## src/hdl/wmtb_pkg.sv

```systemverilog
`timescale 1ns / 1ps
`default_nettype none

package wmtb_pkg;

  // Bank geometry.
  localparam int TIMER_SLOTS = 16;
  localparam int COUNT_BITS  = 24;
  localparam int MAX_RESULTS = 16;

  localparam int SLOT_W = (TIMER_SLOTS > 1) ? $clog2(TIMER_SLOTS) : 1;
  localparam int FCNT_W = $clog2(MAX_RESULTS + 1);

  // Fixed field widths of the command and result ports.
  localparam int OPCODE_W   = 3;
  localparam int INDEX_W    = 4;
  localparam int VALUE_W    = 24;
  localparam int WEEK_W     = 7;
  localparam int WEEKDAY_W  = 3;
  localparam int KIND_W     = 2;
  localparam int STATUS_W   = 2;

  localparam logic [COUNT_BITS-1:0] COUNT_MAX = '1;

  typedef enum logic [OPCODE_W-1:0] {
    OP_TICK    = 3'd0,
    OP_ALLOC   = 3'd1,
    OP_SETUP   = 3'd2,
    OP_RUN     = 3'd3,
    OP_SETIV   = 3'd4,
    OP_RELEASE = 3'd5,
    OP_QUERY   = 3'd6
  } opcode_e;

  typedef enum logic [KIND_W-1:0] {
    KIND_FIRE   = 2'd0,
    KIND_IDLE   = 2'd1,
    KIND_ANSWER = 2'd2
  } result_kind_e;

  typedef enum logic [STATUS_W-1:0] {
    STAT_OK        = 2'd0,
    STAT_FULL      = 2'd1,
    STAT_NOT_ALLOC = 2'd2
  } status_e;

  // One entry of the slot memory.
  typedef struct packed {
    logic [WEEK_W-1:0]     week_mask;
    logic [COUNT_BITS-1:0] interval;
    logic [COUNT_BITS-1:0] reload;
    logic [COUNT_BITS-1:0] elapsed;
  } slot_entry_t;

  // Access request from the controller to the slot memory.
  typedef struct packed {
    logic              rd_en;
    logic [SLOT_W-1:0] rd_addr;
    logic              wr_en;
    logic [SLOT_W-1:0] wr_addr;
    slot_entry_t       wr_data;
  } ram_req_t;

endpackage

`default_nettype wire

```

## src/hdl/wmtb_store.sv

```systemverilog
`timescale 1ns / 1ps
`default_nettype none

module wmtb_store (
  input  wire                   clk_i,
  input  wire wmtb_pkg::ram_req_t req_i,
  output wmtb_pkg::slot_entry_t rd_data_o
);

  wmtb_pkg::slot_entry_t mem_q [wmtb_pkg::TIMER_SLOTS];
  wmtb_pkg::slot_entry_t rd_data_q;

  // Write port.
  always_ff @(posedge clk_i) begin
    if (req_i.wr_en) begin
      mem_q[req_i.wr_addr] <= req_i.wr_data;
    end
  end

  // Registered read port; the read data is held until the next enabled read.
  always_ff @(posedge clk_i) begin
    if (req_i.rd_en) begin
      rd_data_q <= mem_q[req_i.rd_addr];
    end
  end

  assign rd_data_o = rd_data_q;

endmodule

`default_nettype wire

```

## src/hdl/wmtb_ctrl.sv

```systemverilog
`timescale 1ns / 1ps
`default_nettype none

module wmtb_ctrl (
  input  wire                                   clk_i,
  input  wire                                   rst_ni,
  input  wire                                   start,
  output logic                                  busy,
  input  wire  [wmtb_pkg::OPCODE_W-1:0]         opcode_i,
  input  wire  [wmtb_pkg::INDEX_W-1:0]          slot_index_i,
  input  wire  [wmtb_pkg::VALUE_W-1:0]          interval_value_i,
  input  wire  [wmtb_pkg::VALUE_W-1:0]          reload_interval_i,
  input  wire                                   periodic_mode_i,
  input  wire  [wmtb_pkg::WEEK_W-1:0]           week_mask_i,
  input  wire                                   start_flag_i,
  input  wire  [wmtb_pkg::WEEKDAY_W-1:0]        weekday_i,
  output logic                                  result_valid_o,
  output logic [wmtb_pkg::KIND_W-1:0]           result_kind_o,
  output logic [wmtb_pkg::INDEX_W-1:0]          result_slot_o,
  output logic [wmtb_pkg::STATUS_W-1:0]         status_code_o,
  output logic                                  run_state_o,
  output logic                                  last_result_o,
  output wmtb_pkg::ram_req_t                    ram_req_o,
  input  wire wmtb_pkg::slot_entry_t            ram_rdata_i
);

  typedef enum logic [3:0] {
    S_IDLE  = 4'b0001,
    S_CMD   = 4'b0010,
    S_TICK  = 4'b0100,
    S_FLUSH = 4'b1000
  } state_e;

  localparam logic [wmtb_pkg::WEEKDAY_W-1:0] SUNDAY_BIT = 3'd6;

  // Weekday 0 (and the unused code 7) select the Sunday bit; other days shift down by one.
  function automatic logic [wmtb_pkg::WEEKDAY_W-1:0] day_bit(
    input logic [wmtb_pkg::WEEKDAY_W-1:0] wd
  );
    if (wd == 3'd0 || wd == 3'd7) begin
      return SUNDAY_BIT;
    end
    return wd - 3'd1;
  endfunction

  state_e state_q, state_d;

  // Per-slot flags in flip-flops, cleared by reset.
  logic [wmtb_pkg::TIMER_SLOTS-1:0] in_use_q, in_use_d;
  logic [wmtb_pkg::TIMER_SLOTS-1:0] set_up_q, set_up_d;
  logic [wmtb_pkg::TIMER_SLOTS-1:0] running_q, running_d;
  logic [wmtb_pkg::TIMER_SLOTS-1:0] periodic_q, periodic_d;

  // Captured request fields.
  wmtb_pkg::opcode_e                   op_q, op_d;
  logic [wmtb_pkg::SLOT_W-1:0]         slot_q, slot_d;
  logic [wmtb_pkg::COUNT_BITS-1:0]     ival_q, ival_d;
  logic [wmtb_pkg::COUNT_BITS-1:0]     rval_q, rval_d;
  logic                                per_q, per_d;
  logic [wmtb_pkg::WEEK_W-1:0]         mask_q, mask_d;
  logic                                run_flag_q, run_flag_d;
  logic [wmtb_pkg::WEEKDAY_W-1:0]      bit_q, bit_d;

  // Tick sweep state.
  logic [wmtb_pkg::SLOT_W-1:0]         proc_q, proc_d;
  logic                                pend_valid_q, pend_valid_d;
  logic [wmtb_pkg::SLOT_W-1:0]         pend_slot_q, pend_slot_d;
  logic [wmtb_pkg::FCNT_W-1:0]         fcnt_q, fcnt_d;

  // Result register.
  logic                                out_valid_q, out_valid_d;
  wmtb_pkg::result_kind_e              out_kind_q, out_kind_d;
  logic [wmtb_pkg::INDEX_W-1:0]        out_slot_q, out_slot_d;
  wmtb_pkg::status_e                   out_status_q, out_status_d;
  logic                                out_run_q, out_run_d;
  logic                                out_last_q, out_last_d;

  // Decode helpers.
  wmtb_pkg::opcode_e                   op_in;
  logic [wmtb_pkg::SLOT_W-1:0]         idx;
  logic                                idx_ok;
  logic                                free_found;
  logic [wmtb_pkg::SLOT_W-1:0]         free_idx;

  // Tick datapath.
  logic                                act;
  logic [wmtb_pkg::COUNT_BITS-1:0]     el_inc;
  logic                                hit;
  logic                                day_ok;
  logic                                fire;
  wmtb_pkg::slot_entry_t               tick_entry;
  wmtb_pkg::slot_entry_t               cmd_entry;
  wmtb_pkg::ram_req_t                  req;

  assign op_in = wmtb_pkg::opcode_e'(opcode_i);
  assign idx   = wmtb_pkg::SLOT_W'(slot_index_i);

  // A slot index names an allocated slot only when it is inside the bank.
  always_comb begin
    idx_ok = 1'b0;
    if (32'(slot_index_i) < wmtb_pkg::TIMER_SLOTS) begin
      idx_ok = in_use_q[idx];
    end
  end

  // Lowest free slot for allocation.
  always_comb begin
    free_found = 1'b0;
    free_idx   = '0;
    for (int i = wmtb_pkg::TIMER_SLOTS - 1; i >= 0; i--) begin
      if (!in_use_q[i]) begin
        free_found = 1'b1;
        free_idx   = wmtb_pkg::SLOT_W'(i);
      end
    end
  end

  // Update of the slot that the sweep reads back this cycle.
  always_comb begin
    act    = in_use_q[proc_q] & set_up_q[proc_q] & running_q[proc_q];
    el_inc = (ram_rdata_i.elapsed == wmtb_pkg::COUNT_MAX) ? ram_rdata_i.elapsed
                                                          : ram_rdata_i.elapsed + 1'b1;
    hit    = (el_inc >= ram_rdata_i.interval);
    day_ok = (ram_rdata_i.week_mask == '0) || ram_rdata_i.week_mask[bit_q];
    fire   = act & hit & day_ok;
    tick_entry         = ram_rdata_i;
    tick_entry.elapsed = el_inc;
    if (hit && periodic_q[proc_q]) begin
      tick_entry.elapsed  = '0;
      tick_entry.interval = ram_rdata_i.reload;
    end
  end

  // Entry written back by the commands that read and then write the slot memory.
  always_comb begin
    cmd_entry = ram_rdata_i;
    unique case (op_q)
      wmtb_pkg::OP_ALLOC: begin
        cmd_entry.interval = '0;
        cmd_entry.elapsed  = '0;
      end
      wmtb_pkg::OP_SETUP: begin
        cmd_entry.week_mask = mask_q;
        cmd_entry.interval  = ival_q;
        cmd_entry.reload    = rval_q;
        cmd_entry.elapsed   = '0;
      end
      wmtb_pkg::OP_RUN: begin
        if (run_flag_q && periodic_q[slot_q]) begin
          cmd_entry.elapsed  = '0;
          cmd_entry.interval = ram_rdata_i.reload;
        end
      end
      wmtb_pkg::OP_SETIV: begin
        cmd_entry.elapsed  = '0;
        cmd_entry.interval = ival_q;
      end
      default: begin
        cmd_entry = ram_rdata_i;
      end
    endcase
  end

  // Main sequencer.
  always_comb begin
    state_d      = state_q;
    in_use_d     = in_use_q;
    set_up_d     = set_up_q;
    running_d    = running_q;
    periodic_d   = periodic_q;
    op_d         = op_q;
    slot_d       = slot_q;
    ival_d       = ival_q;
    rval_d       = rval_q;
    per_d        = per_q;
    mask_d       = mask_q;
    run_flag_d   = run_flag_q;
    bit_d        = bit_q;
    proc_d       = proc_q;
    pend_valid_d = pend_valid_q;
    pend_slot_d  = pend_slot_q;
    fcnt_d       = fcnt_q;
    out_valid_d  = 1'b0;
    out_kind_d   = wmtb_pkg::KIND_ANSWER;
    out_slot_d   = '0;
    out_status_d = wmtb_pkg::STAT_OK;
    out_run_d    = 1'b0;
    out_last_d   = 1'b1;
    req          = '0;

    unique case (state_q)
      S_IDLE: begin
        if (start) begin
          op_d       = op_in;
          slot_d     = idx;
          ival_d     = wmtb_pkg::COUNT_BITS'(interval_value_i);
          rval_d     = wmtb_pkg::COUNT_BITS'(reload_interval_i);
          per_d      = periodic_mode_i;
          mask_d     = week_mask_i;
          run_flag_d = start_flag_i;
          bit_d      = day_bit(weekday_i);
          unique case (op_in)
            wmtb_pkg::OP_TICK: begin
              req.rd_en    = 1'b1;
              req.rd_addr  = '0;
              proc_d       = '0;
              pend_valid_d = 1'b0;
              fcnt_d       = '0;
              state_d      = S_TICK;
            end
            wmtb_pkg::OP_ALLOC: begin
              if (free_found) begin
                slot_d      = free_idx;
                req.rd_en   = 1'b1;
                req.rd_addr = free_idx;
                state_d     = S_CMD;
              end else begin
                out_valid_d  = 1'b1;
                out_status_d = wmtb_pkg::STAT_FULL;
              end
            end
            wmtb_pkg::OP_SETUP, wmtb_pkg::OP_RUN, wmtb_pkg::OP_SETIV: begin
              if (idx_ok) begin
                req.rd_en   = 1'b1;
                req.rd_addr = idx;
                state_d     = S_CMD;
              end else begin
                out_valid_d  = 1'b1;
                out_status_d = wmtb_pkg::STAT_NOT_ALLOC;
              end
            end
            wmtb_pkg::OP_RELEASE: begin
              out_valid_d = 1'b1;
              if (idx_ok) begin
                in_use_d[idx]   = 1'b0;
                set_up_d[idx]   = 1'b0;
                running_d[idx]  = 1'b0;
                periodic_d[idx] = 1'b0;
              end else begin
                out_status_d = wmtb_pkg::STAT_NOT_ALLOC;
              end
            end
            wmtb_pkg::OP_QUERY: begin
              out_valid_d = 1'b1;
              if (idx_ok) begin
                out_run_d = running_q[idx];
              end else begin
                out_status_d = wmtb_pkg::STAT_NOT_ALLOC;
              end
            end
            default: begin
              // The unused opcode is dropped without a result.
              state_d = S_IDLE;
            end
          endcase
        end
      end

      // Command write-back: memory data is back, write it and answer.
      S_CMD: begin
        req.wr_en   = 1'b1;
        req.wr_addr = slot_q;
        req.wr_data = cmd_entry;
        out_valid_d = 1'b1;
        unique case (op_q)
          wmtb_pkg::OP_ALLOC: begin
            in_use_d[slot_q]   = 1'b1;
            set_up_d[slot_q]   = 1'b0;
            running_d[slot_q]  = 1'b0;
            periodic_d[slot_q] = 1'b0;
            out_slot_d         = wmtb_pkg::INDEX_W'(slot_q);
          end
          wmtb_pkg::OP_SETUP: begin
            set_up_d[slot_q]   = 1'b1;
            running_d[slot_q]  = run_flag_q;
            periodic_d[slot_q] = per_q;
          end
          wmtb_pkg::OP_RUN: begin
            running_d[slot_q] = run_flag_q;
          end
          default: begin
            running_d[slot_q] = running_q[slot_q];
          end
        endcase
        state_d = S_IDLE;
      end

      // One slot per cycle: read the next slot while writing back this one.
      S_TICK: begin
        if (32'(proc_q) < wmtb_pkg::TIMER_SLOTS - 1) begin
          req.rd_en   = 1'b1;
          req.rd_addr = proc_q + 1'b1;
          proc_d      = proc_q + 1'b1;
        end
        if (act) begin
          req.wr_en   = 1'b1;
          req.wr_addr = proc_q;
          req.wr_data = tick_entry;
          if (hit && !periodic_q[proc_q]) begin
            running_d[proc_q] = 1'b0;
          end
        end
        // A fire is held back until the next fire or the flush, so that the final one can carry the last flag.
        if (fire && (fcnt_q < wmtb_pkg::FCNT_W'(wmtb_pkg::MAX_RESULTS))) begin
          if (pend_valid_q) begin
            out_valid_d = 1'b1;
            out_kind_d  = wmtb_pkg::KIND_FIRE;
            out_slot_d  = wmtb_pkg::INDEX_W'(pend_slot_q);
            out_last_d  = 1'b0;
          end
          pend_valid_d = 1'b1;
          pend_slot_d  = proc_q;
          fcnt_d       = fcnt_q + 1'b1;
        end
        if (proc_q == wmtb_pkg::SLOT_W'(wmtb_pkg::TIMER_SLOTS - 1)) begin
          state_d = S_FLUSH;
        end
      end

      // Final tick result: the held fire, or the nothing-fired marker.
      S_FLUSH: begin
        out_valid_d = 1'b1;
        if (pend_valid_q) begin
          out_kind_d = wmtb_pkg::KIND_FIRE;
          out_slot_d = wmtb_pkg::INDEX_W'(pend_slot_q);
        end else begin
          out_kind_d = wmtb_pkg::KIND_IDLE;
        end
        pend_valid_d = 1'b0;
        state_d      = S_IDLE;
      end

      default: begin
        state_d = S_IDLE;
      end
    endcase
  end

  // Control state.
  always_ff @(posedge clk_i or negedge rst_ni) begin
    if (!rst_ni) begin
      state_q      <= S_IDLE;
      in_use_q     <= '0;
      set_up_q     <= '0;
      running_q    <= '0;
      periodic_q   <= '0;
      pend_valid_q <= 1'b0;
      out_valid_q  <= 1'b0;
    end else begin
      state_q      <= state_d;
      in_use_q     <= in_use_d;
      set_up_q     <= set_up_d;
      running_q    <= running_d;
      periodic_q   <= periodic_d;
      pend_valid_q <= pend_valid_d;
      out_valid_q  <= out_valid_d;
    end
  end

  // Payload registers.
  always_ff @(posedge clk_i) begin
    op_q         <= op_d;
    slot_q       <= slot_d;
    ival_q       <= ival_d;
    rval_q       <= rval_d;
    per_q        <= per_d;
    mask_q       <= mask_d;
    run_flag_q   <= run_flag_d;
    bit_q        <= bit_d;
    proc_q       <= proc_d;
    pend_slot_q  <= pend_slot_d;
    fcnt_q       <= fcnt_d;
    out_kind_q   <= out_kind_d;
    out_slot_q   <= out_slot_d;
    out_status_q <= out_status_d;
    out_run_q    <= out_run_d;
    out_last_q   <= out_last_d;
  end

  assign busy           = (state_q != S_IDLE);
  assign ram_req_o      = req;
  assign result_valid_o = out_valid_q;
  assign result_kind_o  = out_kind_q;
  assign result_slot_o  = out_slot_q;
  assign status_code_o  = out_status_q;
  assign run_state_o    = out_run_q;
  assign last_result_o  = out_last_q;

endmodule

`default_nettype wire

```

## src/hdl/weekday_masked_timer_bank.sv

```systemverilog
// Bank of software-style timer slots driven by one request at a time. A request is taken when
// start is high and busy is low. Release, query, rejected requests and the unused opcode finish
// without leaving idle; allocate, set up, run status and set interval read the slot memory, then
// write it back. A tick sweeps the slots one per cycle through the single read port of the slot
// memory, then gives the final result in a flush state.
// Results are registered before they appear on the result ports, each for exactly one
// cycle with result_valid_o high; the receiver cannot stall them. Fire results of a tick come in
// slot order, one per cycle at most, and the last result a request gives has last_result_o set.
`timescale 1ns / 1ps
`default_nettype none

module weekday_masked_timer_bank (
  input  wire                            clk_i,
  input  wire                            rst_ni,
  input  wire                            start,
  output logic                           busy,
  input  wire  [wmtb_pkg::OPCODE_W-1:0]  opcode_i,
  input  wire  [wmtb_pkg::INDEX_W-1:0]   slot_index_i,
  input  wire  [wmtb_pkg::VALUE_W-1:0]   interval_value_i,
  input  wire  [wmtb_pkg::VALUE_W-1:0]   reload_interval_i,
  input  wire                            periodic_mode_i,
  input  wire  [wmtb_pkg::WEEK_W-1:0]    week_mask_i,
  input  wire                            start_flag_i,
  input  wire  [wmtb_pkg::WEEKDAY_W-1:0] weekday_i,
  output logic                           result_valid_o,
  output logic [wmtb_pkg::KIND_W-1:0]    result_kind_o,
  output logic [wmtb_pkg::INDEX_W-1:0]   result_slot_o,
  output logic [wmtb_pkg::STATUS_W-1:0]  status_code_o,
  output logic                           run_state_o,
  output logic                           last_result_o
);

  wmtb_pkg::ram_req_t    ram_req;
  wmtb_pkg::slot_entry_t ram_rdata;

  // Sequencer, slot flags and result register.
  wmtb_ctrl u_ctrl (
    .clk_i             (clk_i),
    .rst_ni            (rst_ni),
    .start             (start),
    .busy              (busy),
    .opcode_i          (opcode_i),
    .slot_index_i      (slot_index_i),
    .interval_value_i  (interval_value_i),
    .reload_interval_i (reload_interval_i),
    .periodic_mode_i   (periodic_mode_i),
    .week_mask_i       (week_mask_i),
    .start_flag_i      (start_flag_i),
    .weekday_i         (weekday_i),
    .result_valid_o    (result_valid_o),
    .result_kind_o     (result_kind_o),
    .result_slot_o     (result_slot_o),
    .status_code_o     (status_code_o),
    .run_state_o       (run_state_o),
    .last_result_o     (last_result_o),
    .ram_req_o         (ram_req),
    .ram_rdata_i       (ram_rdata)
  );

  // Slot memory: mask, interval, reload and elapsed count of every slot.
  wmtb_store u_store (
    .clk_i     (clk_i),
    .req_i     (ram_req),
    .rd_data_o (ram_rdata)
  );

endmodule

`default_nettype wire

```

## config.mk

```make
export PLATFORM = sky130hd
export DESIGN_NAME = weekday_masked_timer_bank
export DESIGN_NICKNAME = d
export VERILOG_FILES = /design/src/hdl/wmtb_pkg.sv /design/src/hdl/wmtb_store.sv /design/src/hdl/wmtb_ctrl.sv /design/src/hdl/weekday_masked_timer_bank.sv
export SDC_FILE = /design/constraint.sdc
export NUM_CORES = 2
export LEC_CHECK = 0
export BUFFER_PORTS_ARGS = -buffer_cell sky130_fd_sc_hd__buf_2
export CAP_MARGIN = 20
export CORE_MARGIN = 2
export CORE_UTILIZATION = 30
export CTS_CLUSTER_SIZE = 16
export DETAILED_ROUTE_END_ITERATION = 12
export SYNTH_ARGS = -nofsm -noshare
export SYNTH_HDL_FRONTEND = slang
export SYNTH_SLANG_ARGS = --single-unit
```

## constraint.sdc

```tcl
create_clock -name clk_i -period 9.25 [get_ports clk_i]
set_input_delay 1.3875 -clock clk_i [delete_from_list [all_inputs] [get_ports clk_i]]
set_output_delay 1.3875 -clock clk_i [all_outputs]
set_load 0.01 [all_outputs]
```

After elaboration in Yosys (flattened, before gate mapping)
Memory sizes are Yosys's and may differ from the RTL's. A register that Yosys moved wholly into a read port is not among the register bits.
Cells that the tools add are included.
- logic and storage cells: 265
- input port bits: 70
- bits in registers: 160
- memories: 1
- memory bits (writable): 1264
- output and inout bits: 12
- memory list (memory ; words ; width ; read ports ; clocked after Yosys merged registers in ; wr ports ; line ; text):
    u_store.mem_q ; 16 ; 79 ; 1 ; 1 ; 1 ; wmtb_store.sv:10 ; wmtb_pkg::slot_entry_t mem_q [wmtb_pkg::TIMER_SLOTS];
- $lt $le $gt $ge: 10
- bitwise operators: 17
- equality and inequality tests: 32
- mux-type cells: 144
- reduce and logical (&&, ||, !) cells: 34
- add/sub/neg operators: 4
- operators by type and width (operator ; count):
    $mux W16 ; 15
    $pmux W16 S2 ; 6
    $pmux W84 S2 ; 1
    $mux W24 ; 6
    $and A16 B16 Y16 ; 8
    $mux W4 ; 28
    $mux W84 ; 1
    $pmux W24 S3 ; 1
    $bwmux W16 ; 3
    $not A16 Y16 ; 3
    $pmux W16 S3 ; 1
    $pmux W24 S2 ; 1
    $mux W1 ; 44
    $mux W5 ; 7
    $bmux W1 S4 ; 8
    $or A16 B16 Y16 ; 2
    $add A24 B1 Y24 const B ; 1
    $eq A24 B24 Y1 const B ; 1
    $ge A24 B24 Y1 ; 1
    $pmux W5 S2 ; 2
    $pmux W4 S2 ; 2
    $pmux W4 S4 ; 1
    $reduce_and A4 Y1 ; 4
    $eq A3 B3 Y1 const B ; 5
    other kinds (42) ; 89

Logic depth before layout (Yosys ltp)
- word-level depth: 20
- depth in mapped cells: 20
- gate-level depth less buffers: 16

Cells and area by module
Synthesis repeated with hierarchy kept, for this count alone.
- cell total of the unflattened synthesis: 3150
- area, all modules: 60420.4 um^2
- by module, submodules not included (module ; cells each ; area an instance (um^2) ; sequential area each (um^2) ; instances):
    wmtb_store ; 2028 ; 49673.9 ; 40328.7 ; 1
    wmtb_ctrl ; 1122 ; 10746.6 ; 4355.4 ; 1

Worst setup path after synthesis
Ideal clock, no wire load.
- kind: register to register
- start point: reg u_ctrl.proc_q[1] (netlist name)
- end point: mem u_store.mem_q[12][0] (netlist name), enable pin
- setup time: 0.526 ns
- path buffers: 3
- required time: 8.724 ns
- period minus slack after synthesis: 6.447 ns
- stages on the path, launching flop included: 11
- data arrival time: 5.920 ns
- slack: 2.803 ns
- path through: edfxtp_1 -> clkbuf_1 -> clkbuf_1 -> o21ai_0 -> mux4_2 -> mux2i_1 -> or2_2 -> clkbuf_1 -> o21ai_0 -> a21o_1 -> nor2b_1
- longest elaborated chain between the ends: 8
- elaborated cells on any way between the ends: 12
- those cells by class: mux (10); bitwise (2)
- ends and longest elaborated chain (what ; line ; text):
    start: declaration ; wmtb_ctrl.sv:65 ; logic [wmtb_pkg::SLOT_W-1:0] proc_q, proc_d;
    start signal: assignment ; wmtb_ctrl.sv:370 ; proc_q <= proc_d;
    $bmux W1 S4 ; wmtb_ctrl.sv:120 ; act = in_use_q[proc_q] & set_up_q[proc_q] & running_q[proc_q];
    $mux W1 (not written as such) ; wmtb_ctrl.sv:120 ;
    $and A1 B1 Y1 (2 in a row) ; wmtb_ctrl.sv:120 ;
    $mux W84 (*) ; wmtb_ctrl.sv:295 ; if (act) begin
    $pmux W84 S2 (*) ; wmtb_ctrl.sv:191 ; unique case (state_q)
    $mux W1 ; wmtb_store.sv:15 ; if (req_i.wr_en) begin
    $mux W1 (not written as such) ; wmtb_store.sv:16 ; mem_q[req_i.wr_addr] <= req_i.wr_data;
    end: declaration ; wmtb_store.sv:10 ;
Mark *: on every way between the ends. The rest lies on a longest branch, timed or not. The select of a mux whose other input is x is not followed.

==> results.txt <==
----------------------------------------------------
[Logic synthesis]
  Ys Warns ... 0
  Post-synth EDFFs ... 1,423
  Post-Synthesis Cells ... about 3,600
  Share of synthesized area occupied by flip-flops and latches ... slightly above 70%
  Count of unique library cells instantiated by Yosys ... just under 80
  Largest family of logic cells by synthesized area ... multiplexers
  Number of register bits inferred by synthesis ... roughly 1,500
  Compound-Gate Fraction of Synth Area ... 6.63%
  Proportion of register bits with asynchronous set or reset after synthesis ... under 10%
  Mux cell area share after synthesis ... a little over an eighth
  Number of nets produced by synthesis ... 3,725
  Combined area of all synthesized cells ... roughly 62,000 um^2
  Avg Inst Size Synth ... ~17 um^2
  Adder-cell area share of the yosys netlist ... less than 1%
  Predominant post-synthesis flop cell ... edfxtp_1
  Parity-gate share of the synthesized area counting xor and xnor cells ... less than 1%
  Fraction of the mapped netlist area in simple logic gates ... 5.20%

[Pwr]
  Part of the total power dissipated in combinational logic ... approximately 4.2%
  Switching part of the total power ... 21.8%
  Cell Pwr Density ... 200 nW/um^2
  Clock group share of total power ... 42.6%
  Portion of total power attributed to sequential cells ... a little over half
  Net switching power of the design ... 0.00309 W
  Maximum resistive drop on vdd ... 0.000184 V
  Leak Pwr ... 23.0 nW
  Cell Int Power ... 0.0111 W

[Setup path]
  Startpoint of the worst register-to-register path ... u_store.rd_data_o[8]$_DFFE_PP_
  Most common cell on crit path ... a21o_1
  Largest fanout on the critical path ... 34
  Gate family responsible for the most delay along the worst path ... simple AND/OR/NAND/NOR gates
  Largest stage delay on the critical path ... 0.85 ns
  Signal arrival time at the worst endpoint ... about 6.5 ns
  Slowest CP cell ... o22ai_1
  Type of the worst setup path ... register to register
  Worst endpoint required time ... 9.67 ns
  Cell breakdown of the critical path ... nand4_1, nor4_1, nand4_1, and4_1, and3_1, and3_1, xor2_1, ha_1, a21o_1, a21o_1, a21oi_1, o21ai_0, a21o_1, o21ai_4, buf_4, mux2i_1, o22ai_1
  Worst setup EP type ... register
  Startpoint Class ... register
  Bufs and invs on worst path ... 1
  Flop2flop setup slack ... ~3.2 ns
  Crit. Startpoint ... u_store.rd_data_o[8]$_DFFE_PP_

[Drt]
  Number of violations reported at the end of detailed-routing iteration 0 ... about 4,200
  Final wirelength ... around 170,000 um
  Detail Route Antenna Nets ... 0
  Via-to-Cell Ratio ... roughly 5.4
  Detailed-route DRC error count ... 0
  Via count ... around 35,000
  Drt wl/cell ... 25.3 um
  Number of search-and-repair iterations in the first detailed-routing pass ... 6

[Clock network]
  Total CTS buffers ... 150
  CTS-repair resized insts ... 0
  TritonCTS clock tree ... built
  CTS root buf ... clkbuf_16
  Buffers from clock root to sink, at most ... 3
  Register clock-pin slew on the reported worst setup and hold paths ... roughly 0.06 ns
  Hold buffer count at CTS ... 0
  Latest clock arrival within the worst-skew pair ... 0.80 ns
  Post-CTS setup buffer count ... 0
  CTS H-tree depth ... 4
  Sink count of the clock tree ... ~1,500

[Timing]
  Largest clock skew in the final design ... 0.0528 ns
  Hold Worst Slack ... between 0.5 and 0.6 ns
  Shortest clock period the worst path allows after layout ... between 6 and 7 ns
  Setup TNS ... 0 ns
  Worst rel slew slack ... between 20% and 30%
  Final hold viol count ... 0
  Ratio of final minimum period to clock period ... between 60% and 70%
  Setup Viol. Count Final ... 0
  RSZ-0062 raised after global routing ... false
  Final max-slew violation count ... 0
  Slew at the pin closest to its max-slew limit ... approximately 1.1 ns
  Max Freq ... between 0.15 and 0.2 GHz

[GRT]
  Gr ovfl total ... 0
  GRT Util Overall ... between 15 and 20%
  Pin count of the biggest net entering global routing ... about 120
  First-pass GRT wire length ... 240,000 um
  Initial antenna violation count ... 5
  Via count of the first global-routing pass ... roughly 34,000

[Worst hold path]
  Hold WC Path Type ... register to register
  Worst hold path startpoint ... u_ctrl.pend_slot_q[3]$_DFFE_PP_

[Floorplan]
  Die Y ... between 400 and 500 um
  Horizontal die dimension ... between 400 and 500 um
  Number of placement rows ... between 150 and 200
  Boundary Pins ... ~80
  Core Box Area ... slightly above 200,000 um^2
  Die Footprint ... around 210,000 um^2
  Effective utilization at floorplan ... between 30% and 40%

[Place]
  Hpwl dp ... 86,100 um
  Gp weighted congestion ... around 0.85
  PortBufs ... 81

[Outcome]
  Outcome ... complete, no violations

[Finish]
  Layout overhead on the synthesized area ... 14.0%
  Net total in the final layout ... ~3,800
  Proportion of layout cells with a drive suffix above 1 ... approximately 16%
  Diodes inserted ... 0

[Job]
  Max-cap violations ... 0

----------------------------------------------------
## path summary, 6_finish.rpt
path	endpoint	cells past startpoint
setup / recovery	u_store.mem_q[4][54]$_DFFE_PP_	17
max in group asynchronous	u_ctrl.in_use_q[13]$_DFFE_PN0P_	2
hold reg to reg	u_ctrl.result_slot_o[3]$_SDFF_PN0_	1
min in group asynchronous	u_ctrl.running_q[2]$_DFFE_PN0P_	2
setup reg to reg	u_store.mem_q[4][54]$_DFFE_PP_	17
hold / removal	u_ctrl.result_slot_o[3]$_SDFF_PN0_	1
## registers in the layout (all words and copies together) (netlist names), 5 cells and up, named ones only
| signal | count |
|---|---|
| u_ctrl.rval_q | 24 |
| u_ctrl.periodic_q | 16 |
| u_store.mem_q | 1264 |
| u_ctrl.mask_q | 7 |
| u_ctrl.fcnt_q | 5 |
| u_ctrl.running_q | 16 |
| u_ctrl.in_use_q | 16 |
| u_store.rd_data_o | 79 |
| u_ctrl.ival_q | 24 |
## Yosys cell counts (26+ instances only)
master        n  area [um^2]
clkbuf_1    125          469
inv_1        40          150
buf_2        83          415
a2111oi_0    69          604
a21oi_1      46          230
mux4_2      135         3040
o21ai_0     119          596
nand3_1      44          220
ha_1         32          400
mux4_1       48         1260
a22oi_1      94          706
mux2_1       61          687
nand4_1      26          163
nor3_1      259         1300
a22o_1       33          289
mux2i_1     281         2810
nand2_1     145          544
edfxtp_1   1423        42700
nor2_1      114          428
o22ai_1      27          169
mux2_2       27          304
dfrtp_1      69         1730
a32o_1       31          310
## through the flow
| step | instance area [um^2] | utilization, % | std cells | setup slack [ns] | total power (W) |
|---|---|---|---|---|---|
| floorplan | 62100 | - | 3623 | 2.80 | 0.00804 |
| global placement | 65800 | 31.9 | 6251 | 3.38 | 0.00827 |
| detailed placement | 65800 | 31.9 | 6252 | 3.30 | 0.00828 |
| CTS | 70700 | 34.2 | 6527 | 3.26 | 0.0143 |
| global route | 70800 | 34.3 | 6544 | 2.79 | 0.0146 |
| finish | 70800 | 34.3 | 6544 | 3.22 | 0.0142 |
## power by group through the flow
stage	clock network [W]	registers, W	logic (W)
after global routing	0.00644	0.00755	0.000644
after CTS	0.00616	0.00755	0.000593
after detailed placement	0	0.00769	0.000590
after global placement	0	0.00769	0.000582
after floorplan	0	0.00764	0.000397
final	0.00605	0.00755	0.000599
## worst reg2reg max path, cell delays in order, from the launching register on
cell and delay [ns]:
edfxtp_1 0.47, nand4_1 0.16, nor4_1 0.59, nand4_1 0.47, and4_1 0.46, and3_1 0.24
and3_1 0.20, xor2_1 0.19, ha_1 0.28, a21o_1 0.18, a21o_1 0.16, a21oi_1 0.14
o21ai_0 0.15, a21o_1 0.24, o21ai_4 0.17, buf_4 0.53, mux2i_1 0.19, o22ai_1 0.85
## layer usage
layer  wire (um)  up-vias  GRT usage (%)
li1            -    15000              -
met1       74100    18300           22.7
met2       74500     1645           23.4
met3       13400      239           2.41
met4        3320        0           4.02
met5           0        -              0
## cells by family (layout without fill, tap and decap cells)
family / after synthesis / count (layout)
AO/OA/AOI/OAI: 558 / 558
XOR/XNOR: 30 / 30
adder cells (fa/ha/maj): 32 / 32
buffers and inverters: 279 / 496
flip-flops: 1503 / 1503
multiplexers: 553 / 553
AND/OR/NAND/NOR: 668 / 668
## cell type report
type	instances	area, um^2
fillers	19400	136000
well taps	2704	3380
clock inverters	89	910
multi-input cells	1841	16400
inverters	42	160
flip-flops and latches	1503	44700
clock buffers	186	3950
repair buffers	179	1350
## cells in the final DEF (no fill, tap or decap), types with 14 or more instances in the layout
cell type     n
nand3_1      44
nor2_4       17
a31oi_1      25
a22o_1       33
clkinv_2     27
xnor2_1      21
o21ai_0     118
a22oi_1      94
buf_2        81
a21o_1       25
nand2_1     144
clkinv_1     30
nor2_1       98
buf_12       17
clkbuf_16   152
clkbuf_1     32
mux4_2      135
mux4_1       48
a21oi_1      46
mux2_2       27
nor3_1      259
a2111oi_0    69
nand4_1      26
mux2i_1     281
dfrtp_1      69
edfxtp_1   1423
buf_4        78
o22ai_1      27
inv_1        40
a222oi_1     24
a32o_1       30
mux2_1       61
a221oi_1     14
ha_1         32
(Power assumes the default switching activity.)
